**src/rtl/dcc_pkg.sv**
```systemverilog
// Shared types and constants of the DCC packet framer.
`timescale 1ns / 1ps

package dcc_pkg;

    // Payload limits and fixed frame layout
    localparam int          MAX_PAYLOAD         = 5;
    localparam int          PAYLOAD_BYTES       = 5;
    localparam int          FRAME_SLOTS         = 6;
    localparam int          LEN_W               = 3;
    localparam int          IDLE_LENGTH         = 3;
    localparam logic [7:0]  PREAMBLE_RESET      = 8'd16;
    localparam logic [7:0]  IDLE_BYTE_ZERO      = 8'hFF;
    localparam logic [7:0]  IDLE_BYTE_ONE       = 8'h00;
    localparam logic [7:0]  IDLE_BYTE_TWO       = 8'hFF;
    localparam int          DEFAULT_QUEUE_DEPTH = 2;

    typedef struct packed {
        logic        has_command;
        logic [63:0] prebuilt_word;
        logic [2:0]  payload_length;
        logic [7:0]  byte_zero;
        logic [7:0]  byte_one;
        logic [7:0]  byte_two;
        logic [7:0]  byte_three;
        logic [7:0]  byte_four;
    } slot_t;

    typedef struct packed {
        logic [31:0] frame_word;
        logic        last_word;
        logic        idle_sent;
    } out_word_t;

    // One classified frame waiting in the queue
    typedef struct packed {
        logic [63:0] frame;
        logic        two_words;
        logic        idle;
    } entry_t;

    typedef struct packed {
        logic full;
        logic empty;
    } q_stat_t;

endpackage

```
**src/rtl/dcc_back.sv**
```systemverilog
// Back stage: splits each frame into one or two 32-bit words behind an output register.
`timescale 1ns / 1ps

module dcc_back (
    input  logic               clk,
    input  logic               rst_n,
    input  dcc_pkg::entry_t    head,
    input  dcc_pkg::q_stat_t   q_stat,
    output logic               pop,
    output logic               out_valid,
    input  logic               out_ready,
    output dcc_pkg::out_word_t out_data
);
    import dcc_pkg::*;

    typedef enum logic {
        ST_UPPER,
        ST_LOWER
    } st_t;

    st_t         state_reg;
    st_t         state_next;
    logic [31:0] lower_reg;
    logic [31:0] lower_next;
    logic        idle_reg;
    logic        idle_next;
    logic        out_vld_reg;
    logic        out_vld_next;
    out_word_t   out_data_reg;
    out_word_t   out_data_next;
    logic        load;

    assign load      = !out_vld_reg || out_ready;
    assign pop       = load && (state_reg == ST_UPPER) && !q_stat.empty;
    assign out_valid = out_vld_reg;
    assign out_data  = out_data_reg;

    always_comb
    begin
        state_next    = state_reg;
        lower_next    = lower_reg;
        idle_next     = idle_reg;
        out_vld_next  = out_vld_reg;
        out_data_next = out_data_reg;
        if (load)
        begin
            unique case (state_reg)
                ST_LOWER:
                begin
                    out_vld_next             = 1'b1;
                    out_data_next.frame_word = lower_reg;
                    out_data_next.last_word  = 1'b1;
                    out_data_next.idle_sent  = idle_reg;
                    state_next               = ST_UPPER;
                end
                ST_UPPER:
                begin
                    out_vld_next = !q_stat.empty;
                    if (!q_stat.empty)
                    begin
                        out_data_next.frame_word = head.frame[63:32];
                        out_data_next.last_word  = !head.two_words;
                        out_data_next.idle_sent  = head.idle;
                        lower_next               = head.frame[31:0];
                        idle_next                = head.idle;
                        state_next               = head.two_words ? ST_LOWER : ST_UPPER;
                    end
                end
                default:
                begin
                    state_next = ST_UPPER;
                end
            endcase
        end
    end

    always_ff @(posedge clk or negedge rst_n)
    begin
        if (!rst_n)
        begin
            state_reg    <= ST_UPPER;
            lower_reg    <= '0;
            idle_reg     <= 1'b0;
            out_vld_reg  <= 1'b0;
            out_data_reg <= '0;
        end
        else
        begin
            state_reg    <= state_next;
            lower_reg    <= lower_next;
            idle_reg     <= idle_next;
            out_vld_reg  <= out_vld_next;
            out_data_reg <= out_data_next;
        end
    end

endmodule

```
**config.mk**
```make
export PLATFORM = sky130hd
export DESIGN_NAME = dcc_back
export DESIGN_NICKNAME = d
export VERILOG_FILES = /design/src/rtl/dcc_pkg.sv /design/src/rtl/dcc_back.sv
export SDC_FILE = /design/constraint.sdc
export NUM_CORES = 1
export LEC_CHECK = 0
export ABC_AREA = 1
export BUFFER_PORTS_ARGS = -buffer_cell sky130_fd_sc_hd__buf_2
export CAP_MARGIN = 30
export CORE_MARGIN = 2
export CORE_UTILIZATION = 30
export DETAILED_ROUTE_END_ITERATION = 12
export MAX_ROUTING_LAYER = met4
export PLACE_DENSITY_LB_ADDON = 0.05
export SYNTH_ARGS = -nofsm -noshare
export SYNTH_HDL_FRONTEND = slang
export SYNTH_SLANG_ARGS = --single-unit
```
**constraint.sdc**
```tcl
create_clock -name clk -period 1.3 [get_ports clk]
set_clock_uncertainty 0.1 [all_clocks]
set_input_delay 0.195 -clock clk [delete_from_list [all_inputs] [get_ports clk]]
set_output_delay 0.195 -clock clk [all_outputs]
set_load 0.1 [all_outputs]
```
## Word level (Yosys, flattened, before mapping)

Index checks and enable logic that the tools add are counted.

- Register bits after elaboration: 69
- Output and inout port bits: 36
- Word-level logic and storage cells: 24

- Equality and inequality tests: 1
- Mux-type cells: 6
- Bitwise operators: 2
- Reduce and logical (&&, ||, !) cells: 8

Operators with widths:

| operator | number |
|---|---|
| 34-bit case mux with 2 select lines | 1 |
| 34-bit 2-to-1 mux | 1 |
| 1-bit case mux with 2 select lines | 2 |
| 1-bit zero test | 3 |
| 3-bit AND reduction | 1 |
| 1-bit logical AND | 2 |
| 1-bit 2-to-1 mux | 2 |
| 2-bit != test, second input constant | 1 |
| 1-bit inverter | 2 |
| 2-bit AND reduction | 1 |
| 1-bit logical OR | 1 |

## Logic depth before layout (Yosys ltp)

- Depth after elaboration: 4
- Depth in mapped cells: 7

## Worst setup path before layout

No wires, ideal clock.

- Path kind: flip-flop to flip-flop
- From: register out_vld_reg (netlist: out_valid)
- To: register out_data_reg (netlist bit out_data[10])
- Setup time: 120 ps
- Arrival: 1622 ps
- Required time: 1080 ps
- Slack: -542 ps
- Stages on the path, launching flop included: 6
- Buffers on the path: 2
- Clock period less this slack: 1842 ps
- Path through: dfrtp_1 -> nand2_2 -> buf_4 -> buf_2 -> nand3_1 -> nand2_1

- Word-level cells in the longest chain between the ends: 3

RTL lines:

| element | RTL line | text |
|---|---|---|
| from (decl) | dcc_back.sv:27 | `logic out_vld_reg;` |
| from (signal assigned) | dcc_back.sv:92 | `out_vld_reg <= out_vld_next;` |
| 1-bit zero test | dcc_back.sv:33 | `assign load = !out_vld_reg \|\| out_ready;` |
| 1-bit logical OR | dcc_back.sv:33 |  |
| 2-bit AND reduction (no source line) | - |  |
| to (signal assigned) | dcc_back.sv:93 | `out_data_reg <= out_data_next;` |
| to (decl) | dcc_back.sv:29 | `out_word_t out_data_reg;` |

Every way passes these cells.
A chain may end at the register's enable or synchronous reset.

## Final worst setup path

- From: register state_reg
- To: output pop

- Word-level cells in the longest chain between the ends: 3

RTL lines:

| element | RTL line | text |
|---|---|---|
| from (decl) | dcc_back.sv:21 | `st_t state_reg;` |
| from (signal assigned) | dcc_back.sv:89 | `state_reg <= state_next;` |
| 1-bit inverter (no source line) | - |  |
| 1-bit logical AND (2 in series) | dcc_back.sv:34 | `assign pop = load && (state_reg == ST_UPPER) && !q_stat.empty;` |
| to (decl) | dcc_back.sv:9 | `output logic pop,` |

Every way passes these cells.

==> results.sh <==
export IMPL_outcome="finished with violations"
export IMPL_violations="setup timing"
export IMPL_slew_violations=0
export IMPL_ir_worst_vdd_mv=0.786
export IMPL_grt_pass1_wl_mm=14.4
export IMPL_dp_final_hpwl_mm=6.06
export IMPL_ios=107
export IMPL_dp_slack_ps=48.5
export IMPL_synth_nets=475
export IMPL_setup_viol=36
export IMPL_critPathLaunch="state_reg$_DFFE_PN0N_"
export IMPL_h_tree_depth=3
export IMPL_fin_tns_setup_ps=-3220
export IMPL_dieArea_um2=11300
export IMPL_root_buffer="clkbuf_8"
export IMPL_drv_cap=0
export IMPL_worstSetupPathType="register to output port"
export IMPL_min_period_over_period_pct=115
export IMPL_first_pass_iters=4
export IMPL_synth_cell_types=13
export IMPL_cp_end_kind="output port"
export IMPL_netlist_area_um2=3150
export IMPL_worstPathCellList="nor2_4 > nand2_4 > clkinv_4 > buf_12"
export IMPL_areaGrowthSynthToFinish_pct=70.6
export IMPL_initial_core_util_pct=30.7
export IMPL_worst_path_largest_cell_delay_ps=430
export IMPL_min_period_ps=1490
export IMPL_hold_violations=0
export IMPL_route_vias_total=3041
export IMPL_critPathBufInv=2
export IMPL_path_depth=4
export IMPL_synth_cells=404
export IMPL_worst_pin_slew_ps=364
export IMPL_placed_cell_area_um2=4490
export IMPL_fmax_mhz=670
export IMPL_cts_sinks=69
export IMPL_start_kind="register"
export IMPL_clock_path_buffers=2
export IMPL_io_buffers=105
export IMPL_total_power_mw=9.75
export IMPL_drive_above_1_share_pct=32.5
export IMPL_worst_slew_margin_rel_pct=75.7
export IMPL_numCtsBuffers=9
export IMPL_ys_warn_count=0
export IMPL_die_h_um=106
export IMPL_rsz0062_at_grt="true"
export IMPL_instances_no_fill=705
export IMPL_drc=0
export IMPL_arrival_ps=1200
export IMPL_grt_usage_pct=16.5
export IMPL_ys_ff_latch=69
export IMPL_antenna_found_initial=0
export IMPL_insertion_delay_ps=340
export IMPL_p_leak_nw=2.88
export IMPL_ant_nets=0
export IMPL_largest_reg_flops=34
export IMPL_final_design_area_no_fill_um2=5370
export IMPL_diodes=0
export IMPL_worstHoldPathCells=3
export IMPL_crit_family="flip-flops"
export IMPL_cp_max_fo=2
export IMPL_synth_area_per_cell_um2=7.79
export IMPL_nets=635
export IMPL_worstHoldPathType="input pin to register"
export IMPL_cp_required_ps=1000
export IMPL_dp_cells=643
export IMPL_core_um2=10200
export IMPL_wirelength_mm=9.31
export IMPL_routedWlPerCell_um=13.2
export IMPL_hold_start="head[1]"
export IMPL_p_per_area_nw_per_um2=1820
export IMPL_rr_worst_depth=7
export IMPL_grt_max_degree=27
export IMPL_first_iter_violations=105
export IMPL_via_per_inst=4.31
export IMPL_dieWidth_um=106
export IMPL_path_clk_slew_ps=70
export IMPL_grt_pass1_vias=2964
export IMPL_cts_tree="yes"
export IMPL_ys_seq_area_share_pct=54.9
export IMPL_gp_congestion=0.758
export IMPL_reg2reg_from="out_valid$_DFFE_PN0N_"
export IMPL_finalWorstSetupSlack_ps=-193
export IMPL_slowest_stage="dfrtp_2"
export IMPL_gr_total_overflow=0
export IMPL_rows=37
[worst register-to-register path: cells and delay by family, from the launching register on]
family / cells / cell delay, ps
AND/OR/NAND/NOR: 4 / 300
flip-flops: 1 / 490
buffers and inverters: 3 / 410
[cell families after synthesis]
| family | synth area share, % |
|---|---|
| AND/OR/NAND/NOR | 39.2 |
| AO/OA/AOI/OAI | 0.159 |
| flip-flops | 54.9 |
| buffers and inverters | 5.77 |
[path summary, 6_finish.rpt]
path	to	slack (ps)
min in group asynchronous	out_data[2]$_DFFE_PN0P_	210
worst max-delay path	pop	-190
worst min register to register	lower_reg[23]$_DFFE_PN0P_	380
max in group asynchronous	out_data[11]$_DFFE_PN0P_	390
worst min-delay path	state_reg$_DFFE_PN0N_	50
worst max register to register	out_data[27]$_DFFE_PN0P_	-110
[repair_timing]
item | CTS | global route
hold endpoints to repair | 80 | 0
resized for setup | 6 | 36
pin swaps | 2 | 6
hold buffers | 34 | 0
endpoints found under the setup margin | 2 | 71
cloned | 0 | 5
setup buffers | 5 | 3
[cell usage in the layout, fill, tap and decap left out, types with 5 or more instances in the layout]
cell / n
buf_12: 45
buf_2: 68
buf_4: 12
buf_6: 5
clkbuf_16: 5
clkbuf_8: 11
dfrtp_1: 67
dlygate4sd3_1: 34
nand2_1: 245
nand2_2: 23
nand3_1: 35
[synthesized netlist by cell type]
master | number | area, µm²
nand2_2 | 1 | 6.26
buf_4 | 1 | 7.51
buf_2 | 15 | 75.1
o21ai_0 | 1 | 5.00
inv_1 | 1 | 3.75
buf_8 | 1 | 15.0
dfrtp_1 | 69 | 1730
nand2_4 | 3 | 33.8
nor2_4 | 1 | 11.3
buf_6 | 6 | 67.6
nand2_1 | 268 | 1010
nand3_1 | 35 | 175
inv_4 | 2 | 12.5
[through the flow]
stage,hold WS [ps],util (%)
after floorplan,-201,-
after global placement,33.5,43.9
after detailed placement,36.8,43.9
after CTS,45.2,50.0
after global routing,58.3,52.5
final,49.2,52.5
[area by class of cell]
type	instances	area, µm²
tap	136	170
multi-input combinational	309	1320
clock buffer	12	155
fill	987	4860
timing repair buffer	172	1900
sequential	69	1730
clock inverter	4	70.1
inverter	3	23.8
[metal layers]
metal  vias up  GRT usage, %  share of wire (%)  wire length (µm)
li1       1557             -                  -                 -
met1      1400          20.9                 45              4230
met4         0          5.64               0.82                76
met3         6          2.51                4.4               412
met5         -             -                  0                 0
met2        78          27.2                 49              4590
[power by group]
| part | leakage [nW] | internal [mW] | switching (mW) |
|---|---|---|---|
| combinational | 1.91 | 1.78 | 2.91 |
| clock | 0.116 | 1.18 | 0.811 |
| sequential | 0.850 | 2.64 | 0.433 |
| total | 2.88 | 5.60 | 4.16 |
Note: power is estimated with default switching activity, not from simulation.
