## config.mk

```make
export PLATFORM = sky130hd
export DESIGN_NAME = dcc_front
export DESIGN_NICKNAME = d
export VERILOG_FILES = /design/src/rtl/dcc_pkg.sv /design/src/rtl/dcc_front.sv
export SDC_FILE = /design/constraint.sdc
export NUM_CORES = 1
export LEC_CHECK = 0
export BUFFER_PORTS_ARGS = -buffer_cell sky130_fd_sc_hd__buf_2
export CAP_MARGIN = 20
export CORE_ASPECT_RATIO = 0.5
export CORE_MARGIN = 2
export CORE_UTILIZATION = 43
export DETAILED_ROUTE_END_ITERATION = 10
export GPL_TIMING_DRIVEN = 0
export HOLD_SLACK_MARGIN = 0.02
export PLACE_DENSITY_LB_ADDON = 0.05
export RECOVER_POWER = 50
export SYNTH_ARGS = -nofsm -noshare
export SYNTH_HDL_FRONTEND = slang
export SYNTH_SLANG_ARGS = --single-unit
```

## constraint.sdc

```tcl
create_clock -name clk -period 2.56 [get_ports clk]
set_input_delay 0.256 -clock clk [delete_from_list [all_inputs] [get_ports clk]]
set_output_delay 0.256 -clock clk [all_outputs]
set_load 0.005 [all_outputs]
```

## src/rtl/dcc_pkg.sv

```systemverilog
// Shared types and constants of the DCC packet framer.
`timescale 1ns / 1ps

package dcc_pkg;

    // Payload limits and fixed frame layout
    localparam int          MAX_PAYLOAD         = 5;
    localparam int          PAYLOAD_BYTES       = 5;
    localparam int          FRAME_SLOTS         = 6;
    localparam int          LEN_W               = 3;
    localparam int          IDLE_LENGTH         = 3;
    localparam logic [7:0]  PREAMBLE_RESET      = 8'd16;
    localparam logic [7:0]  IDLE_BYTE_ZERO      = 8'hFF;
    localparam logic [7:0]  IDLE_BYTE_ONE       = 8'h00;
    localparam logic [7:0]  IDLE_BYTE_TWO       = 8'hFF;
    localparam int          DEFAULT_QUEUE_DEPTH = 2;

    typedef struct packed {
        logic        has_command;
        logic [63:0] prebuilt_word;
        logic [2:0]  payload_length;
        logic [7:0]  byte_zero;
        logic [7:0]  byte_one;
        logic [7:0]  byte_two;
        logic [7:0]  byte_three;
        logic [7:0]  byte_four;
    } slot_t;

    typedef struct packed {
        logic [31:0] frame_word;
        logic        last_word;
        logic        idle_sent;
    } out_word_t;

    // One classified frame waiting in the queue
    typedef struct packed {
        logic [63:0] frame;
        logic        two_words;
        logic        idle;
    } entry_t;

    typedef struct packed {
        logic full;
        logic empty;
    } q_stat_t;

endpackage

```

## src/rtl/dcc_front.sv

```systemverilog
// Front stage: accepts slot words, builds the 64-bit frame, holds the preamble register.
`timescale 1ns / 1ps

module dcc_front (
    input  logic            clk,
    input  logic            rst_n,
    input  logic            slot_valid,
    output logic            slot_ready,
    input  dcc_pkg::slot_t  slot_data,
    input  logic            cfg_valid,
    output logic            cfg_ready,
    input  logic [7:0]      cfg_data,
    output logic            push_valid,
    output dcc_pkg::entry_t push_data,
    input  dcc_pkg::q_stat_t q_stat
);
    import dcc_pkg::*;

    logic [7:0]       preamble_reg;
    logic             vld_reg;
    logic             vld_next;
    entry_t           entry_reg;
    entry_t           entry_next;

    logic [LEN_W-1:0] len_sat;
    logic [LEN_W-1:0] len_eff;
    logic [7:0]       src_byte [FRAME_SLOTS];
    logic [7:0]       slot_byte [FRAME_SLOTS];
    logic [7:0]       checksum;
    logic [63:0]      built;
    logic             take;

    assign cfg_ready  = 1'b1;
    assign slot_ready = !vld_reg || !q_stat.full;
    assign take       = slot_valid && slot_ready;
    assign push_valid = vld_reg;
    assign push_data  = entry_reg;

    // Saturate the length; an idle slot always uses the fixed length
    always_comb
    begin
        if (slot_data.payload_length > LEN_W'(MAX_PAYLOAD))
            len_sat = LEN_W'(MAX_PAYLOAD);
        else
            len_sat = slot_data.payload_length;
        len_eff = slot_data.has_command ? len_sat : LEN_W'(IDLE_LENGTH);
    end

    always_comb
    begin
        if (slot_data.has_command)
        begin
            src_byte[0] = slot_data.byte_zero;
            src_byte[1] = slot_data.byte_one;
            src_byte[2] = slot_data.byte_two;
            src_byte[3] = slot_data.byte_three;
            src_byte[4] = slot_data.byte_four;
        end
        else
        begin
            src_byte[0] = IDLE_BYTE_ZERO;
            src_byte[1] = IDLE_BYTE_ONE;
            src_byte[2] = IDLE_BYTE_TWO;
            src_byte[3] = 8'h00;
            src_byte[4] = 8'h00;
        end
        src_byte[FRAME_SLOTS-1] = 8'h00;
    end

    // Place payload bytes, then the checksum in the slot right after them
    always_comb
    begin
        checksum = 8'h00;
        for (int k = 0; k < PAYLOAD_BYTES; k++)
        begin
            if (LEN_W'(k) < len_eff)
                checksum = checksum ^ src_byte[k];
        end
        built = '0;
        built[63:56] = preamble_reg;
        built[55:48] = {{(8-LEN_W){1'b0}}, len_eff} + 8'd1;
        for (int k = 0; k < FRAME_SLOTS; k++)
        begin
            if (LEN_W'(k) < len_eff)
                slot_byte[k] = src_byte[k];
            else if (LEN_W'(k) == len_eff)
                slot_byte[k] = checksum;
            else
                slot_byte[k] = 8'h00;
            built[(FRAME_SLOTS-1-k)*8 +: 8] = slot_byte[k];
        end
    end

    always_comb
    begin
        vld_next   = vld_reg && q_stat.full;
        entry_next = entry_reg;
        if (take)
        begin
            vld_next = 1'b1;
            if (slot_data.has_command && (slot_data.prebuilt_word != 64'd0))
                entry_next.frame = slot_data.prebuilt_word;
            else
                entry_next.frame = built;
            entry_next.two_words = len_eff > LEN_W'(1);
            entry_next.idle      = !slot_data.has_command;
        end
    end

    always_ff @(posedge clk or negedge rst_n)
    begin
        if (!rst_n)
        begin
            vld_reg      <= 1'b0;
            preamble_reg <= PREAMBLE_RESET;
        end
        else
        begin
            vld_reg <= vld_next;
            if (cfg_valid)
                preamble_reg <= cfg_data;
        end
    end

    always_ff @(posedge clk)
    begin
        entry_reg <= entry_next;
    end

endmodule

```

Yosys cells after proc, flatten, opt, wreduce, memory -nomap -nowiden. Index checks and enable logic that the tools add are counted.

Flip-flop bits (word level): 75. Output and inout port bits: 69. Logic and storage cells: 54.

Add/subtract/negate cells: 1. $lt $le $gt $ge: 8. Equality and inequality tests: 5. Mux-type cells: 22. Bitwise operators: 4. Reduce and logical (&&, ||, !) cells: 9.

Operators with widths (number): 2-to-1 mux 8 bit (17); 2-to-1 mux 64 bit (1); nonzero test 64 bit (1); 2-to-1 mux 40 bit (1); XOR 8 bit (4); == test 2 x 3 -> 1 bit, first input constant (2); == test 3 bit, first input constant (2); less-than comparator 1 x 3 -> 1 bit, first input constant (2); less-than comparator 2 x 3 -> 1 bit, first input constant (2); less-than comparator 3 bit, first input constant (2); 2-to-1 mux 3 bit (2); adder 3 x 1 -> 4 bit, second input constant (1); == test 1 x 3 -> 1 bit, first input constant (1); greater-than comparator 3 x 1 -> 1 bit, second input constant (1); greater-than comparator 3 bit, second input constant (1); logical AND 1 bit (3); logical NOT 1 bit (3); logical NOT 3 bit (1); logical OR 1 bit (1); 2-to-1 mux 1 bit (1).

Depth between registers and ports, before layout.
Word-level depth: 16. Mapped depth: 9. Depth with buffers taken out: 7.

Least setup slack after synthesis. OpenSTA, ideal clock, no wires.

Path type: register to register. From: register vld_reg (netlist: push_valid). To: register entry_reg, in the netlist push_data[0] (enable). Arrival time: 2062 ps. Path slack: 66 ps. Cell stages (with the launch flop): 3. Path buffers: 0. Clock period less this slack: 2494 ps. Cells stage by stage: dfrtp_1 nand2_1 and2_1.

Word-level cells in the longest chain between the ends: 3.

Ends and longest elaborated chain: start: declaration (RTL line dcc_front.sv:20) `logic vld_reg;`; start signal: assignment (RTL line dcc_front.sv:119) `vld_reg <= vld_next;`; logical NOT 1 bit (RTL line dcc_front.sv:34) `assign slot_ready = !vld_reg || !q_stat.full;`; logical OR 1 bit (RTL line dcc_front.sv:34); net slot_ready (RTL line dcc_front.sv:8) `output logic slot_ready,`; logical AND 1 bit (RTL line dcc_front.sv:35) `assign take = slot_valid && slot_ready;`; net take (RTL line dcc_front.sv:31) `logic take;`; end signal: assignment (RTL line dcc_front.sv:127) `entry_reg <= entry_next;`; end: declaration (RTL line dcc_front.sv:22) `entry_t entry_reg;`.

The timed path passes the listed nets, and every way through them passes these cells. A chain may end at the register's enable or synchronous reset.

Worst setup path in the final report.
From: input port slot_data[77] in the netlist's numbering. To: register entry_reg, in the netlist push_data[26], data pin.

Word-level cells in the longest chain between the ends: 3.

Ends and longest elaborated chain: start: declaration (RTL line dcc_front.sv:9) `input dcc_pkg::slot_t slot_data,`; nonzero test 64 bit (RTL line dcc_front.sv:101) `if (slot_data.has_command && (slot_data.prebuilt_word != 64'd0))`; logical AND 1 bit (RTL line dcc_front.sv:101); 2-to-1 mux 64 bit (RTL line dcc_front.sv:101).

Every way passes these cells.

==> results by group <==
Outcome
  – Status: finished, violations left
  – Violated checks: capacitance limit, slew limit

Detailed routing
  – DR WL/cell: ~20 um
  – Vias per cell: 5.53
  – 1st-pass router iterations: 5
  – Via count: 4156
  – Met2 Wirelength: 6180 um
  – Antenna-violating nets left: 0
  – Drt total wl: 14600 um
  – Met1 WL: 6380 um
  – # DRC: 0
  – DR WL met3: between 1500 and 2000 um
  – Iter 0 DRT Violations: between 400 and 500
  – Max Used Layer: met5

Worst setup path
  – Crit path max-delay family: simple AND/OR/NAND/NOR gates
  – CP Max Fanout: 10
  – Max stage delay on crit path: 0.49 ns
  – Kind of critical path: in2reg
  – Worst Setup End Kind: register
  – CP Data Arrival Time: 2.48 ns
  – Startpoint Class: primary input
  – CP max stage cell: nor4_1
  – Most common cell on crit path: buf_2
  – WP buf/inv: 3
  – Critical Path RT: between 2 and 3 ns
  – Worst path cell trace: buf_2 -> nor4_1 -> nand4_1 -> nor4_2 -> nor2_1 -> buf_2 -> clkbuf_1 -> nand2_1 -> o31ai_1

Placement
  – Detailed placement HPWL: 11200 um
  – Area post-placement: 5380 um^2
  – Placer congestion estimate: 0.907
  – I/O Buffers: 186
  – Inst Count DP: 734

Global route
  – Largest net degree at the start of global routing: 67
  – GR Util All Layers: 0.268
  – Global-route wire length before repair: 21300 um
  – Initial antenna violation count: 2
  – Number of global-route vias before repair: 3839
  – GR Overflow Total: 0

Pwr
  – IR drop worst, VDD: 0.354 mV
  – Power, Total: 3.43 mW
  – Leak pwr: about 2.3 nW
  – Pwr per Cell Area: 606 nW/um^2

Layout
  – Final instance area: approximately 5700 um^2
  – ANT cells: 0
  – Fillers: around 910
  – Area Growth Syn to Fin: 32.0%
  – Fraction of layout cells with a size suffix above 1: 0.320
  – Final #Nets: 737
  – Post-Layout Cell Count: 751
  – Number of flip-flops in the largest register: 66

Floorplanning
  – Die area: 10800 um^2
  – Total I/O pin count: 191
  – Die height: 74.6 um
  – Core footprint: 9570 um^2
  – Die width: 145 um
  – Rows: 25
  – Initial Utilization: 0.447

Yosys
  – Mapped Area: 4280 um^2
  – Synth Area per Inst: approximately 10 um^2
  – Syn_nets: 539
  – Post-synth EDFFs: 66
  – Mapped Cells: 413
  – Ys Warns: 0
  – Register bit total from synthesis: 75
  – Ys flop type: edfxtp_1
  – Share of the yosys chip area belonging to registers: 0.516
  – Synth cell types: 50
  – Fraction of registers with async set/reset: 0.120

Timing
  – Final Hold Vio Count: 0
  – Minimum clock period: 2.41 ns
  – Slew headroom: -0.0614
  – Slew Viols, Final: 67
  – Setup violators final: 0
  – Slew @ Worst Pin: between 1.5 and 2 ns
  – RSZ-0062 raised after global routing: false
  – FMAX: 0.414 GHz
  – Final Cycle Share: 0.943
  – Clock skew: between 0.003 and 0.004 ns

Run
  – Maxcap violations: 1

Hold path
  – Worst hold path class: in2reg

Clock tree
  – Reg clk slew, reported paths: 0.06 ns
  – Clock Latency Late Sink: 0.33 ns
  – CTS H-Tree Depth: 3
  – Clock sink count: 75
  – CTS tree: yes
  – Clk root buf: clkbuf_16
  – Worst-case clock buffer depth: 2
  – Total CTS buffers: 9
## layer usage
metal / GRT usage / up-vias
li1: - / 1938
met1: 0.370 / 1963
met2: 0.419 / 235
met3: 0.0926 / 18
met4: 0.0534 / 2
met5: 0 / -
## final cells by class
class | instances | area (um^2) | area share
plain buffers | 31 | 149 | 0.0263
well taps | 135 | 169 | 0.0299
repair buffers | 187 | 883 | 0.156
clock buffers | 12 | 256 | 0.0454
clock inverters | 4 | 48.8 | 0.00863
flip-flops and latches | 75 | 2210 | 0.391
inverters | 4 | 15.0 | 0.00266
multi-input cells | 303 | 1920 | 0.340
## repair_timing
| action | 4_1_cts | 5_1_grt |
|---|---|---|
| resized for setup | 0 | 2 |
| hold endpoints to repair | 9 | 0 |
| hold buffers | 1 | 0 |
| setup buffers | 0 | 0 |
| endpoints found under the setup margin | 0 | 4 |
## kinds of logic after synthesis
| family | Yosys count | synth area share |
|---|---|---|
| AO/OA/AOI/OAI | 105 | 0.168 |
| XOR/XNOR | 26 | 0.0663 |
| adder cells (fa/ha/maj) | 4 | 0.0117 |
| buffers and inverters | 35 | 0.0383 |
| flip-flops | 75 | 0.516 |
| multiplexers | 10 | 0.0257 |
| other | 1 | 0.000876 |
| AND/OR/NAND/NOR | 157 | 0.173 |
## power breakdown
group	switching (mW)	internal, mW	total, mW
clock	0.502	0.807	1.31
combinational	0.391	0.261	0.651
sequential	0.0246	1.44	1.47
total	0.917	2.51	3.43
## synthesized netlist by cell type (all sizes together) (5+ instances only)
| library cell | count | area, um^2 |
|---|---|---|
| buf | 18 | 100 |
| nor2 | 44 | 168 |
| mux2 | 8 | 90.1 |
| and2 | 9 | 56.3 |
| a21boi | 6 | 48.8 |
| clkbuf | 13 | 48.8 |
| xnor2 | 19 | 174 |
| a31oi | 9 | 56.3 |
| nand2 | 58 | 218 |
| a221oi | 9 | 78.8 |
| edfxtp | 66 | 1980 |
| a21oi | 22 | 121 |
| nand4b | 5 | 43.8 |
| nor4 | 17 | 113 |
| o21ai | 24 | 120 |
| nand2b | 6 | 37.5 |
| nor3 | 5 | 25.0 |
| dfrtp | 8 | 200 |
| a22o | 9 | 78.8 |
## cells in the final DEF (no fill, tap or decap), types with 4 or more instances in the layout
master and instances:
nor3_1 5, nor4_1 15, nand2_1 58, a21oi_1 19, buf_4 4, a21boi_1 5, a31oi_1 9, a311oi_1 4
nand3_1 4, nor2_1 43, buf_2 154, nand2b_1 6, clkbuf_16 9, ha_1 4, o211ai_1 4, clkbuf_1 60
o21ai_1 9, a221oi_1 8, inv_1 4, nand4_1 4, nand4b_1 5, o22ai_1 4, o31ai_1 4, and2_1 8
a22o_1 9, xnor2_1 18, mux2_2 8, o21ai_0 15, edfxtp_1 66, dfrtp_1 8
## path summary, 6_finish.rpt
path	to	slack, ns	cells past startpoint	from
min reg2reg	preamble_reg[0]$_DFFE_PN0P_	0.51	1	preamble_reg[0]$_DFFE_PN0P_
max	push_data[26]$_DFFE_PP_	0.15	9	slot_data[77]
min in group asynchronous	preamble_reg[1]$_DFFE_PN0P_	0.39	2	rst_n
max reg2reg	push_data[45]$_DFFE_PP_	0.41	2	push_valid$_DFF_PN0_
max in group asynchronous	preamble_reg[4]$_DFFE_PN1P_	1.82	2	rst_n
min	push_valid$_DFF_PN0_	0.12	2	slot_valid
## stage by stage
stage / setup TNS, ns / hold WS, ns / worst slack (ns) / util
2_1_floorplan: 0 / -0.0396 / 0.0664 / -
3_3_place_gp: -44.57 / 0.114 / -0.603 / 0.562
3_5_place_dp: -5.85 / 0.114 / -0.288 / 0.562
4_1_cts: 0 / 0.117 / 0.0583 / 0.595
5_1_grt: 0 / 0.132 / 0.0402 / 0.591
6_report: 0 / 0.116 / 0.147 / 0.591
## worst register-to-register path, cell delays in order, from the launching register on
cell     delay, ns
dfrtp_1       0.38
nand2_1       0.10
and2_2        1.20
Note: power is estimated with default switching activity, not from simulation.
