**src/rtl/dcc_pkg.sv**
```systemverilog
// Shared types and constants of the DCC packet framer.
`timescale 1ns / 1ps

package dcc_pkg;

    // Payload limits and fixed frame layout
    localparam int          MAX_PAYLOAD         = 5;
    localparam int          PAYLOAD_BYTES       = 5;
    localparam int          FRAME_SLOTS         = 6;
    localparam int          LEN_W               = 3;
    localparam int          IDLE_LENGTH         = 3;
    localparam logic [7:0]  PREAMBLE_RESET      = 8'd16;
    localparam logic [7:0]  IDLE_BYTE_ZERO      = 8'hFF;
    localparam logic [7:0]  IDLE_BYTE_ONE       = 8'h00;
    localparam logic [7:0]  IDLE_BYTE_TWO       = 8'hFF;
    localparam int          DEFAULT_QUEUE_DEPTH = 2;

    typedef struct packed {
        logic        has_command;
        logic [63:0] prebuilt_word;
        logic [2:0]  payload_length;
        logic [7:0]  byte_zero;
        logic [7:0]  byte_one;
        logic [7:0]  byte_two;
        logic [7:0]  byte_three;
        logic [7:0]  byte_four;
    } slot_t;

    typedef struct packed {
        logic [31:0] frame_word;
        logic        last_word;
        logic        idle_sent;
    } out_word_t;

    // One classified frame waiting in the queue
    typedef struct packed {
        logic [63:0] frame;
        logic        two_words;
        logic        idle;
    } entry_t;

    typedef struct packed {
        logic full;
        logic empty;
    } q_stat_t;

endpackage

```
**src/rtl/dcc_queue.sv**
```systemverilog
// Short FIFO of classified frames between front and back stages.
`timescale 1ns / 1ps

module dcc_queue #(
    parameter int DEPTH = dcc_pkg::DEFAULT_QUEUE_DEPTH
) (
    input  logic             clk,
    input  logic             rst_n,
    input  logic             push_valid,
    input  dcc_pkg::entry_t  push_data,
    input  logic             pop,
    output dcc_pkg::entry_t  head,
    output dcc_pkg::q_stat_t q_stat
);
    import dcc_pkg::*;

    localparam int PTR_W = (DEPTH > 1) ? $clog2(DEPTH) : 1;
    localparam int CNT_W = $clog2(DEPTH + 1);

    entry_t           mem_reg [DEPTH];
    logic [PTR_W-1:0] wr_ptr_reg;
    logic [PTR_W-1:0] wr_ptr_next;
    logic [PTR_W-1:0] rd_ptr_reg;
    logic [PTR_W-1:0] rd_ptr_next;
    logic [CNT_W-1:0] count_reg;
    logic [CNT_W-1:0] count_next;
    logic             do_push;
    logic             do_pop;

    assign q_stat.full  = count_reg == CNT_W'(DEPTH);
    assign q_stat.empty = count_reg == '0;
    assign do_push      = push_valid && !q_stat.full;
    assign do_pop       = pop && !q_stat.empty;
    assign head         = mem_reg[rd_ptr_reg];

    always_comb
    begin
        wr_ptr_next = wr_ptr_reg;
        rd_ptr_next = rd_ptr_reg;
        count_next  = count_reg;
        if (do_push)
            wr_ptr_next = (wr_ptr_reg == PTR_W'(DEPTH - 1)) ? '0 : wr_ptr_reg + 1'b1;
        if (do_pop)
            rd_ptr_next = (rd_ptr_reg == PTR_W'(DEPTH - 1)) ? '0 : rd_ptr_reg + 1'b1;
        if (do_push && !do_pop)
            count_next = count_reg + 1'b1;
        else if (do_pop && !do_push)
            count_next = count_reg - 1'b1;
    end

    always_ff @(posedge clk or negedge rst_n)
    begin
        if (!rst_n)
        begin
            wr_ptr_reg <= '0;
            rd_ptr_reg <= '0;
            count_reg  <= '0;
        end
        else
        begin
            wr_ptr_reg <= wr_ptr_next;
            rd_ptr_reg <= rd_ptr_next;
            count_reg  <= count_next;
        end
    end

    always_ff @(posedge clk)
    begin
        if (do_push)
            mem_reg[wr_ptr_reg] <= push_data;
    end

endmodule

```
**config.mk**
```make
export PLATFORM = sky130hd
export DESIGN_NAME = dcc_queue
export DESIGN_NICKNAME = d
export VERILOG_FILES = /design/src/rtl/dcc_pkg.sv /design/src/rtl/dcc_queue.sv
export SDC_FILE = /design/constraint.sdc
export NUM_CORES = 1
export LEC_CHECK = 0
export BUFFER_PORTS_ARGS = -buffer_cell sky130_fd_sc_hd__buf_4
export CORE_MARGIN = 4
export CORE_UTILIZATION = 54
export CTS_BUF_LIST = sky130_fd_sc_hd__clkbuf_2
export DETAILED_ROUTE_END_ITERATION = 10
export PLACE_DENSITY = 0.79
export REMOVE_ABC_BUFFERS = 1
export SKIP_LAST_GASP = 1
export SLEW_MARGIN = 20
export SYNTH_ARGS = -nofsm -noshare
export SYNTH_HDL_FRONTEND = slang
export SYNTH_SLANG_ARGS = --single-unit
```
**constraint.sdc**
```tcl
create_clock -name clk -period 4.2 [get_ports clk]
set_input_delay 1.05 -clock clk [delete_from_list [all_inputs] [get_ports clk]]
set_output_delay 1.05 -clock clk [all_outputs]
set_load 0.01 [all_outputs]
```
Yosys cells after proc, flatten, opt, wreduce, memory -nomap -nowiden
Memory sizes are Yosys's and may differ from the RTL's.
Cells that the tools add are included.
{"block": "word_totals", "reg_bits": 4, "latchBits": 0, "ram_bits": 132, "romBits": 0, "input_bits": 70, "out_inout_bits": 68, "wordCells": 25, "mem_count": 1}
{"memory": "mem_reg", "depth": 2, "width": 66, "read_ports": 1, "rd_clocked_by_memory_dff": 0, "wr": 1, "line": "dcc_queue.sv:20", "rtl": "entry_t mem_reg [DEPTH];"}
{"block": "op_classes", "n_addsub": 4, "mul": 0, "div": 0, "n_lt_le_gt_ge": 0, "n_eq_ne": 1, "n_shift": 0, "muxes": 6, "bitwise": 0, "n_reduce_logical": 10}
{"cell": "$logic_and 1x1->1", "count": 4}
{"cell": "$logic_not 1->1", "count": 4}
{"cell": "$mux 1", "count": 4}
{"cell": "$mux 2", "count": 2}
{"cell": "$add 1x1->1 const B", "count": 2}
{"cell": "$add 2x1->2 const B", "count": 1}
{"cell": "$eq 2x2->1 const B", "count": 1}
{"cell": "$logic_not 2->1", "count": 1}
{"cell": "$reduce_bool 2->1", "count": 1}
{"cell": "$sub 2x1->2 const B", "count": 1}

Longest topological paths before layout
Gate-level depths: netlist of run 1.
{"block": "depth", "depth_word": 7, "mapped_depth": 7, "depth_no_buf": 7}

Worst setup path after synthesis of run 1
Ideal clock, no wire load.
{"block": "synth_path", "path_kind": "in2reg", "start": "in push_valid", "end": "mem mem_reg[0][0] in the netlist's numbering (enable)", "setup_ns": 0.490, "arrival_ns": 3.897, "t_required_ns": 3.710, "setup_slack_ns": -0.188, "cell_stages": 2, "path_buffers": 0, "path_cell_list": "nand2_1 > nor2_1"}
{"block": "synth_via", "elab_chain_len": 3}
{"item": "start, declared", "line": "dcc_queue.sv:9", "rtl": "input logic push_valid,"}
{"item": "$logic_and 1x1->1", "line": "dcc_queue.sv:32", "rtl": "assign do_push = push_valid && !q_stat.full;"}
{"item": "$mux 1", "line": "dcc_queue.sv:69", "rtl": "if (do_push)"}
{"item": "$mux 1 (implied by the code)", "line": "dcc_queue.sv:70", "rtl": "mem_reg[wr_ptr_reg] <= push_data;"}
{"item": "end, declared", "line": "dcc_queue.sv:20"}
Every way passes these cells.

==> results of run 1 <==
## cells in the mapped netlist
master    instances  area (µm²)
inv_1             2        7.51
buf_6             3        33.8
buf_4             1        7.51
dfrtp_1           4         100
buf_2             3        15.0
mux2_4           30         450
edfxtp_1        132        3960
mux2_2           36         405
nor2_1            3        11.3
xor2_1            2        17.5
xnor2_1           3        26.3
nand2b_1          1        6.26
o21ai_0           1        5.00
and3_1            1        6.26
ha_1              1        12.5
nand2_1           1        3.75
## area by class of cell
cell class | count | area, µm² | share of cell area [%]
inverter | 2 | 7.51 | 0.116
multi-input combinational | 79 | 957 | 14.8
clock inverter | 15 | 143 | 2.21
tap | 111 | 139 | 2.15
timing repair buffer | 138 | 1050 | 16.3
sequential | 136 | 4070 | 63.1
clock buffer | 17 | 85.1 | 1.32
## kinds of logic (layout without fill, tap and decap cells)
| kind of cell | count (synthesis) | in the layout | synth area share, % |
|---|---|---|---|
| fa+ha+maj | 1 | 1 | 0.247 |
| xor+xnor | 5 | 5 | 0.864 |
| compound gates | 1 | 1 | 0.0986 |
| flops | 136 | 136 | 80.1 |
| simple gates | 6 | 6 | 0.543 |
| mux | 66 | 66 | 16.9 |
| buf+inv | 9 | 172 | 1.26 |
## stage by stage
step                      utilization [%]  instances  power [mW]  hold slack, ns
after floorplan                         -        217        2.90           0.461
after global placement               67.6        466        3.51           0.496
after detailed placement             67.6        466        3.54           0.511
after CTS                            70.1        498        4.25           0.107
after global routing                 70.1        498        4.42          0.0846
final                                70.1        498        4.19           0.180
## worst max-delay path, cell delays in order (launching register included)
cell and delay [ns]:
dfrtp_4 1.13, mux2_2 0.43, buf_4 0.15
## where the power goes
| group | internal [mW] | leakage [nW] | switching [mW] |
|---|---|---|---|
| logic | 0.825 | 1.11 | 0.566 |
| clock network | 0.226 | 0.133 | 0.489 |
| registers | 1.85 | 1.27 | 0.227 |
## final timing paths
check | start | to | slack, ns | cells past startpoint
max | rd_ptr_reg$_DFFE_PN0P_ | head[45] | 0.72 | 2
min | rst_n | count_reg[1]$_DFFE_PN0P_ | 0.18 | 1
max reg2reg | count_reg[0]$_DFFE_PN0P_ | mem_reg[0][51]$_DFFE_PP_ | 2.29 | 4
min reg2reg | count_reg[1]$_DFFE_PN0P_ | count_reg[1]$_DFFE_PN0P_ | 0.53 | 1
max in group asynchronous | rst_n | rd_ptr_reg$_DFFE_PN0P_ | 3.90 | 1
min in group clk | count_reg[1]$_DFFE_PN0P_ | count_reg[1]$_DFFE_PN0P_ | 0.53 | 1
## layer usage
layer	vias up	wire length, µm	global-route usage [%]
met3	9	556	6.11
met5	-	0	0
met2	93	4330	27.1
met4	0	84	5.25
li1	1191	-	-
met1	1215	3470	19.3
==> metrics, run 1 <==
WL final=8440 µm; fin worst setup slack=0.722 ns; RSZ-0062 raised after global routing=no; yosys warns=0; gpl congestion=0.680; Mapped Area=0.00507 mm²; Initial Utilization=55.2%; IO Port Bufs=137; peak fanout along the critical path=67; Largest register FFs=132; detailed-route via count=2508; Total GRT Usage=16.2%; commonest cells after routing, fill and taps aside=buf_4 (137), edfxtp_1 (132), mux2_2 (36), mux2_4 (30), clkbuf_2 (17); 1st-iter DRT viols=135; clock skew=0.0280 ns; Synth cell types=16; DRT antenna net count=0; Nets=445; Worst EP arrival=2.43 ns; largest net degree at the start of global routing=68; Synth Instances=224; first-pass GRT wire length=13600 µm; number of global-route vias before repair=2760; cts repair resizes=0; clock tree root buffer cell=clkbuf_2; DP Worst Slack=1.41 ns; dpl hpwl=5450 µm; CP endpoint kind=output pin; grt total ovfl=0; Design Area, Final=0.00645 mm²; initial antenna violation count=0; Filler cells=600; CTS tree=built; DR DRC count=0; Horiz. Die Dim=105 µm; worst-case vdd ir drop=0.400 mV; postcts setup bufs=0; Num CTS Buffers=17; startpoint types=flop; Layout area overhead=27.1%; critical path class=flop to output pin; max frequency=0.287 GHz; commonest non-fill, non-tap cell in the layout=buf_4; Hold Path Class=input port to asynchronous set/reset pin; share of cells above drive strength 1=61.2%; setup_tns=0 ns; Tmin final=3.48 ns; Post-DP Area=0.00622 mm²; max-slew violation count=0; number of top-level pins=138; DR pass1 iterations=4; H-tree depth=4; clock sinks=136; Clock Latency Late Sink=0.64 ns; max_cap viols=0; CTS Hold Buffers Added=0; clock transition at the registers of the reported paths=0.19 ns; Max clock buf depth=2; n_diodes=0; count of final setup violators=0; die height=105 µm; mean post-synth cell area=22.6 µm²; Fin. Hold Viols=0; Core Region=0.00920 mm²; Leak=2.52 nW; die area=0.0110 mm²; actual slew at the worst max-slew pin=1.08 ns; Slew HR=27.7%; Yosys reg bits=136; row cnt=35; Cell Pwr Density=649 mW/mm²; WL/cell=16.9 µm; sequential area share after synthesis=80.1%; Worst EP required=3.15 ns; outcome=finished, final reports clean; Tcrit/Tclk final=82.8%; Vias per Instance=5.04
No activity file was read; power rests on OpenSTA's default activity.
==> inputs of run 2 (changes only) <==
--- a/config.mk
+++ b/config.mk
@@ -7,10 +7,10 @@
 export LEC_CHECK = 0
 export BUFFER_PORTS_ARGS = -buffer_cell sky130_fd_sc_hd__buf_4
 export CORE_MARGIN = 4
-export CORE_UTILIZATION = 54
+export CORE_UTILIZATION = 49
 export CTS_BUF_LIST = sky130_fd_sc_hd__clkbuf_2
 export DETAILED_ROUTE_END_ITERATION = 10
-export PLACE_DENSITY = 0.79
+export PLACE_DENSITY = 0.75
 export REMOVE_ABC_BUFFERS = 1
 export SKIP_LAST_GASP = 1
 export SLEW_MARGIN = 20
==> constraint.sdc (replaced) <==
create_clock -name clk -period 2.9 [get_ports clk]
set_input_delay 0.725 -clock clk [delete_from_list [all_inputs] [get_ports clk]]
set_output_delay 0.725 -clock clk [all_outputs]
set_load 0.01 [all_outputs]
==> run 2 against run 1 <==
Effect of this change:
- core utilization is 4.4 points lower
- clock power is 40% higher
- sequential power is 35% higher
- sequential share of layout area is 0.62 points lower
- largest power group unchanged
==> metrics, run 2 (synthesized netlist as in run 1, its figures left out) <==
Layout area overhead=28.4%; Worst EP required=2.17 ns (-0.98 ns); RSZ-0062 raised after global routing=no; Vias per Instance=4.90 (-2.7%); clock skew=0.0162 ns (-0.0118 ns); Total GRT Usage=15.5% (-0.61 points); commonest cells after routing, fill and taps aside=buf_4 (139), edfxtp_1 (132), mux2_2 (36), mux2_4 (30), clkbuf_2 (20); Int Pwr=4.30 mW (+48%); postcts setup bufs=0 (unchanged); Worst EP arrival=1.97 ns (-0.46 ns); Num CTS Buffers=17 (unchanged); first-pass GRT wire length=13500 µm (-0.86%); Initial Utilization=51.2% (-4.0 points); actual slew at the worst max-slew pin=0.511 ns (-0.574 ns); share of cells above drive strength 1=61.4% (+0.14 points); Leak=2.55 nW (+1.2%); WL/cell=16.9 µm (about the same); crit path from=rd_ptr_reg$_DFFE_PN0P_; DP Worst Slack=0.797 ns (-0.614 ns); Max clock buf depth=2 (unchanged); grt total ovfl=0 (unchanged); WL final=8880 µm (+5.2%); worst hold slack=0.243 ns (+0.0632 ns); clock sinks=136 (unchanged); sw frac=29.4% (-1.2 points); Critical Path End=head[58]; Hold Path Class=input port to flop; CP endpoint kind=output pin; Comb pwr share=37.4% (+4.2 points); DRT antenna net count=0 (unchanged); final core occ=65.7% (-4.4 points); startpoint types=flop; Worst path slowest cell=dfrtp_4; placed cells=492 (+5.6%); max incr delay on CP=0.47 ns (-0.66 ns); DR DRC count=0 (unchanged); 1st-iter DRT viols=129 (-4.4%); H-tree depth=4 (unchanged); Fin. Hold Viols=0 (unchanged); Psw=1.79 mW (+40%); Tcrit/Tclk final=92.9%; Filler cells=708 (+18%); Nets=450 (+1.1%); commonest non-fill, non-tap cell in the layout=buf_4; Design Area, Final=0.00651 mm² (+0.99%); reg2reg path depth=3 (-1); Worst R2R End=mem_reg[1][4]$_DFFE_PP_; die area=0.0120 mm² (+9.4%); crit path cell chain=buf_6, mux2_2, buf_4; flop-to-flop setup slack=1.16 ns (-1.13 ns); setup_tns=0 ns (unchanged); Clock Latency Late Sink=0.64 ns (about the same); n_diodes=0 (unchanged); power share of the clock group=16.5% (-0.6 points); outcome=finished, final reports clean; peak fanout along the critical path=31 (-54%); die height=110 µm (+4.6%); CTS tree=built; fin worst setup slack=0.207 ns (-0.514 ns); detailed-route via count=2567 (+2.4%); initial antenna violation count=0 (unchanged); dpl hpwl=5950 µm (+9.2%); sequential share of power=46.1% (-3.6 points); number of global-route vias before repair=2715 (-1.6%); Slew HR=65.9% (+38 points); non-filler cells, final=524 (+5.2%); largest net degree at the start of global routing=38 (-44%); number of top-level pins=138 (unchanged); max-slew violation count=0 (unchanged); final total power=6.09 mW (+45%); Core Region=0.00991 mm² (+7.8%); max_cap viols=0 (unchanged); clock tree root buffer cell=clkbuf_2; Tmin final=2.69 ns; critical path class=flop to output pin; row cnt=36 (+2.9%); Cell Pwr Density=935 mW/mm² (+44%); Largest register FFs=132 (unchanged); Horiz. Die Dim=110 µm (+4.6%); RR Startpoint=count_reg[0]$_DFFE_PN0P_; DR pass1 iterations=4 (unchanged); worst-case vdd ir drop=0.576 mV (+44%); IO Port Bufs=137 (unchanged); count of final setup violators=0 (unchanged); gpl congestion=0.687 (+1.0%); hold-critical path depth=1; Post-DP Area=0.00629 mm² (+1.1%); clock transition at the registers of the reported paths=0.18 ns (about the same); max frequency=0.371 GHz
==> run 2: changes by cell type in the layout (fill, tap and decap cells not counted), sizes merged <==
cell         previous run  this run
bufinv                  1         2
clkbuf                 17        20
inv                     8         2
clkinv                  6         7
buf                   138       142
dlygate4sd3             0         1
==> run 2: critical path: cells and delay by family (launching register included) <==
kind	cells	cell delay, ns
DFF	1	0.47
muxes	1	0.38
buffers and inverters	2	0.45
==> run 2: cell type report <==
type | count | area [µm²] | area share (%)
Clock buffer | 20 | 100 | 1.54
Sequential cell | 136 | 4070 | 62.5
Tap cell | 133 | 166 | 2.56
Clock inverter | 11 | 108 | 1.65
Multi-Input combinational cell | 79 | 957 | 14.7
Timing Repair Buffer | 143 | 1100 | 17.0
Inverter | 2 | 7.51 | 0.115
==> run 2: power groups by stage <==
stage	registers [mW]	logic [mW]	clock network, mW
3_3_place_gp	2.84	2.28	0
3_5_place_dp	2.86	2.31	0
5_1_grt	2.85	2.45	1.14
4_1_cts	2.81	2.32	1.05
6_report	2.81	2.28	1.00
2_1_floorplan	3.00	1.20	0
==> run 2: metal layers <==
| metal | track usage (%) | routed length [µm] | up-vias |
|---|---|---|---|
| met1 | 18.3 | 3550 | 1260 |
| li1 | - | - | 1192 |
| met5 | 0 | 0 | - |
| met4 | 6.77 | 146 | 0 |
| met3 | 7.28 | 823 | 13 |
| met2 | 24.5 | 4360 | 102 |
==> run 2: repair_timing <==
item,CTS,global route
setup endpoints to repair,0,30
gates resized for setup,0,1
endpoints found under the hold margin,4,0
hold buffers,1,0
==> run 2: how the worst min path moves through the flow <==
stage                             startpoint                  endpoint  slack [ns]
floorplan                              rst_n  count_reg[0]$_DFFE_PN0P_        0.43
global placement    count_reg[1]$_DFFE_PN0P_  count_reg[1]$_DFFE_PN0P_        0.50
detailed placement  count_reg[1]$_DFFE_PN0P_  count_reg[1]$_DFFE_PN0P_        0.51
CTS                            push_data[39]  mem_reg[0][39]$_DFFE_PP_        0.15
global route                   push_data[65]  mem_reg[1][65]$_DFFE_PP_        0.12
finish                         push_data[39]  mem_reg[0][39]$_DFFE_PP_        0.24
==> inputs of run 3 (changes only) <==
--- a/config.mk
+++ b/config.mk
@@ -5,10 +5,11 @@
 export SDC_FILE = /design/constraint.sdc
 export NUM_CORES = 1
 export LEC_CHECK = 0
+export ABC_AREA = 1
 export BUFFER_PORTS_ARGS = -buffer_cell sky130_fd_sc_hd__buf_4
 export CORE_MARGIN = 4
 export CORE_UTILIZATION = 49
-export CTS_BUF_LIST = sky130_fd_sc_hd__clkbuf_2
+export CTS_BUF_LIST = sky130_fd_sc_hd__clkbuf_8
 export DETAILED_ROUTE_END_ITERATION = 10
 export PLACE_DENSITY = 0.75
 export REMOVE_ABC_BUFFERS = 1
==> run 3 against run 2 <==
Effect of this change:
- combinational power is 2% higher
- core utilization is 1.4 points higher
- first-iteration DRC count is 42% higher
- setup slack better by 0.23 ns
- highest routed layer unchanged
- clock skew is 0.0079 ns lower
- die area is 0.46% lower
- maximum frequency is 9.4% higher
- design area is 2.2% higher
- total power is 12% higher
- count of clock-buffer cells in the layout is 3 lower
- global-route usage is 1.1 points higher
==> metrics, run 3 <==
non-filler cells, final=670 (+28%); critical path's top delay family=buffers and inverters; worst-case vdd ir drop=0.705 mV (+22%); highest metal used=met4; routed length on met2=5020 µm (+15%); clock transition at the registers of the reported paths=0.07 ns (-0.11 ns); actual slew at the worst max-slew pin=0.695 ns (+0.184 ns); metal3 WL=649 µm (-21%); max_cap viols=0 (unchanged); largest net degree at the start of global routing=68 (+79%); postcts setup bufs=0 (unchanged); Filler cells=735 (+3.8%); cts repair resizes=0 (unchanged); Worst path slowest cell=buf_4; CP endpoint kind=output pin; complex-gate fraction of the synthesized area=0.198% (+0.10 points); first-pass GRT wire length=14800 µm (+10%); die area=0.0120 mm² (-0.46%); post-synthesis mux area share=0% (-17 points); xor-xnor portion of the synthesized cell area=0.174% (-0.69 points); largest family of logic cells by synthesized area=simple AND/OR/NAND/NOR gates; peak fanout along the critical path=67 (+120%); count of final setup violators=0 (unchanged); setup_tns=0 ns (unchanged); Initial Utilization=50.9% (-0.25 points); EDFF count, synth=132 (unchanged); number of global-route vias before repair=3031 (+12%); Max clock buf depth=2 (unchanged); Slew HR=53.7% (-12 points); grt total ovfl=0 (unchanged); DR DRC count=0 (unchanged); Mapped Area=0.00505 mm² (-0.49%); WL final=9900 µm (+11%); DP Worst Slack=0.853 ns (+0.0563 ns); Tcrit/Tclk final=84.9% (-8.0 points); crit path cell chain=buf_4, nand2_1, nand2_1, buf_4; Synth cell types=15 (-1); Leak=2.87 nW (+13%); Total GRT Usage=16.7% (+1.1 points); startpoint types=flop; Layout area overhead=31.8%; H-tree depth=4 (unchanged); Post-Synth Adder-Cell Area=0.248% (+0.0012 points); 1st-iter DRT viols=183 (+42%); clock sinks=136 (unchanged); simple-gate area share of the yosys netlist=16.1% (+16 points); number of top-level pins=138 (unchanged); detailed-route via count=3133 (+22%); Post-DP Area=0.00621 mm² (-1.3%); max-slew violation count=0 (unchanged); RSZ-0062 raised after global routing=no; IO Port Bufs=137 (unchanged); row cnt=36 (unchanged); Cell Pwr Density=1020 mW/mm² (+9.6%); Design Area, Final=0.00665 mm² (+2.2%); most common cell in the netlist=nand2_1; gpl congestion=0.760 (+11%); Yosys reg bits=136 (unchanged); Horiz. Die Dim=109 µm (-0.23%); fin worst setup slack=0.438 ns (+0.231 ns); Hold Path Class=input port to asynchronous set/reset pin; Vias per Instance=4.68 (-4.5%); outcome=finished, final reports clean; DR pass1 iterations=5 (+1); WP buf/inv=2 (unchanged); commonest cells after routing, fill and taps aside=nand2_1 (207), buf_4 (141), edfxtp_1 (132), clkbuf_8 (17), inv_1 (7); Largest register FFs=132 (unchanged); Core Region=0.00991 mm² (unchanged); Worst EP arrival=1.74 ns (-0.23 ns); critical path class=flop to output pin; WL/cell=14.8 µm (-13%); placed cells=638 (+30%); Synth Instances=377 (+68%); Fin. Hold Viols=0 (unchanged); DRT antenna net count=0 (unchanged); max incr delay on CP=0.56 ns (+0.09 ns); n_diodes=0 (unchanged); Tmin final=2.46 ns (-0.231 ns); Routed met1 length=4150 µm (+17%); yosys warns=0 (unchanged); Nets=595 (+32%); CTS Hold Buffers Added=0 (-1); Synth Flop Type=edfxtp_1; top cell types by occurrence after synthesis=nand2_1 (207), edfxtp_1 (132), buf_2 (8); max frequency=0.406 GHz (+9.4%); sequential area share after synthesis=80.5% (+0.40 points); clock skew=0.00829 ns (-0.00790 ns); commonest non-fill, non-tap cell in the layout=nand2_1; CTS tree=built; die height=109 µm (-0.23%); Clock Latency Late Sink=0.42 ns (-0.22 ns); final core occ=67.1% (+1.4 points); Worst EP required=2.17 ns (about the same); dpl hpwl=6380 µm (+7.3%); clock tree root buffer cell=clkbuf_8; Synth async-reset ratio=2.94% (unchanged); initial antenna violation count=0 (unchanged); final total power=6.81 mW (+12%); share of cells above drive strength 1=32.8% (-29 points); Num CTS Buffers=17 (unchanged); post-synth top area share=78.5% (+0.39 points); mean post-synth cell area=13.4 µm² (-41%); Synth area leader=edfxtp_1; dominant cells by area after synthesis=edfxtp_1 (79%), nand2_1 (15%), dfrtp_1 (2.0%); worst hold slack=0.0880 ns (-0.155 ns)
## run 3: where the power goes
group	total (mW)	leakage (nW)	internal (mW)	switching, mW
clock network	1.69	0.222	1.01	0.682
logic	2.33	1.37	0.959	1.37
registers	2.79	1.28	2.68	0.113
total	6.81	2.87	4.65	2.16
## run 3: final timing paths
path / startpoint / end / slack (ns) / cells past startpoint
setup / recovery: rd_ptr_reg$_DFFE_PN0P_ / head[21] / 0.44 / 4
hold reg to reg: wr_ptr_reg$_DFFE_PN0P_ / wr_ptr_reg$_DFFE_PN0P_ / 0.52 / 2
max in group asynchronous: rst_n / rd_ptr_reg$_DFFE_PN0P_ / 2.69 / 1
setup reg to reg: count_reg[1]$_DFFE_PN0P_ / mem_reg[0][47]$_DFFE_PP_ / 1.19 / 6
min in group clk: push_data[40] / mem_reg[1][40]$_DFFE_PP_ / 0.49 / 1
hold / removal: rst_n / wr_ptr_reg$_DFFE_PN0P_ / 0.09 / 1
## run 3: kinds of logic after synthesis
family | Yosys count
buffers and inverters | 23
AOI/OAI and AO/OA | 2
DFF | 136
xor gates and xnor gates | 1
adders and majority gates | 1
and+or+nand+nor | 214
## run 3: final cells by class
type                    instances  area, µm²  area share [%]
clock buffers                  17        234            3.52
clock inverters                15        209            3.14
inverters                       8       30.0           0.451
multi-input cells             218        850            12.8
flip-flops and latches        136       4070            61.1
well taps                     133        166            2.50
repair buffers                143       1100            16.5
## run 3: routing by layer
layer | track usage [%] | vias up
met5 | 0 | -
met2 | 27.1 | 105
met1 | 21.2 | 1463
li1 | - | 1558
met3 | 5.17 | 7
met4 | 6.14 | 0
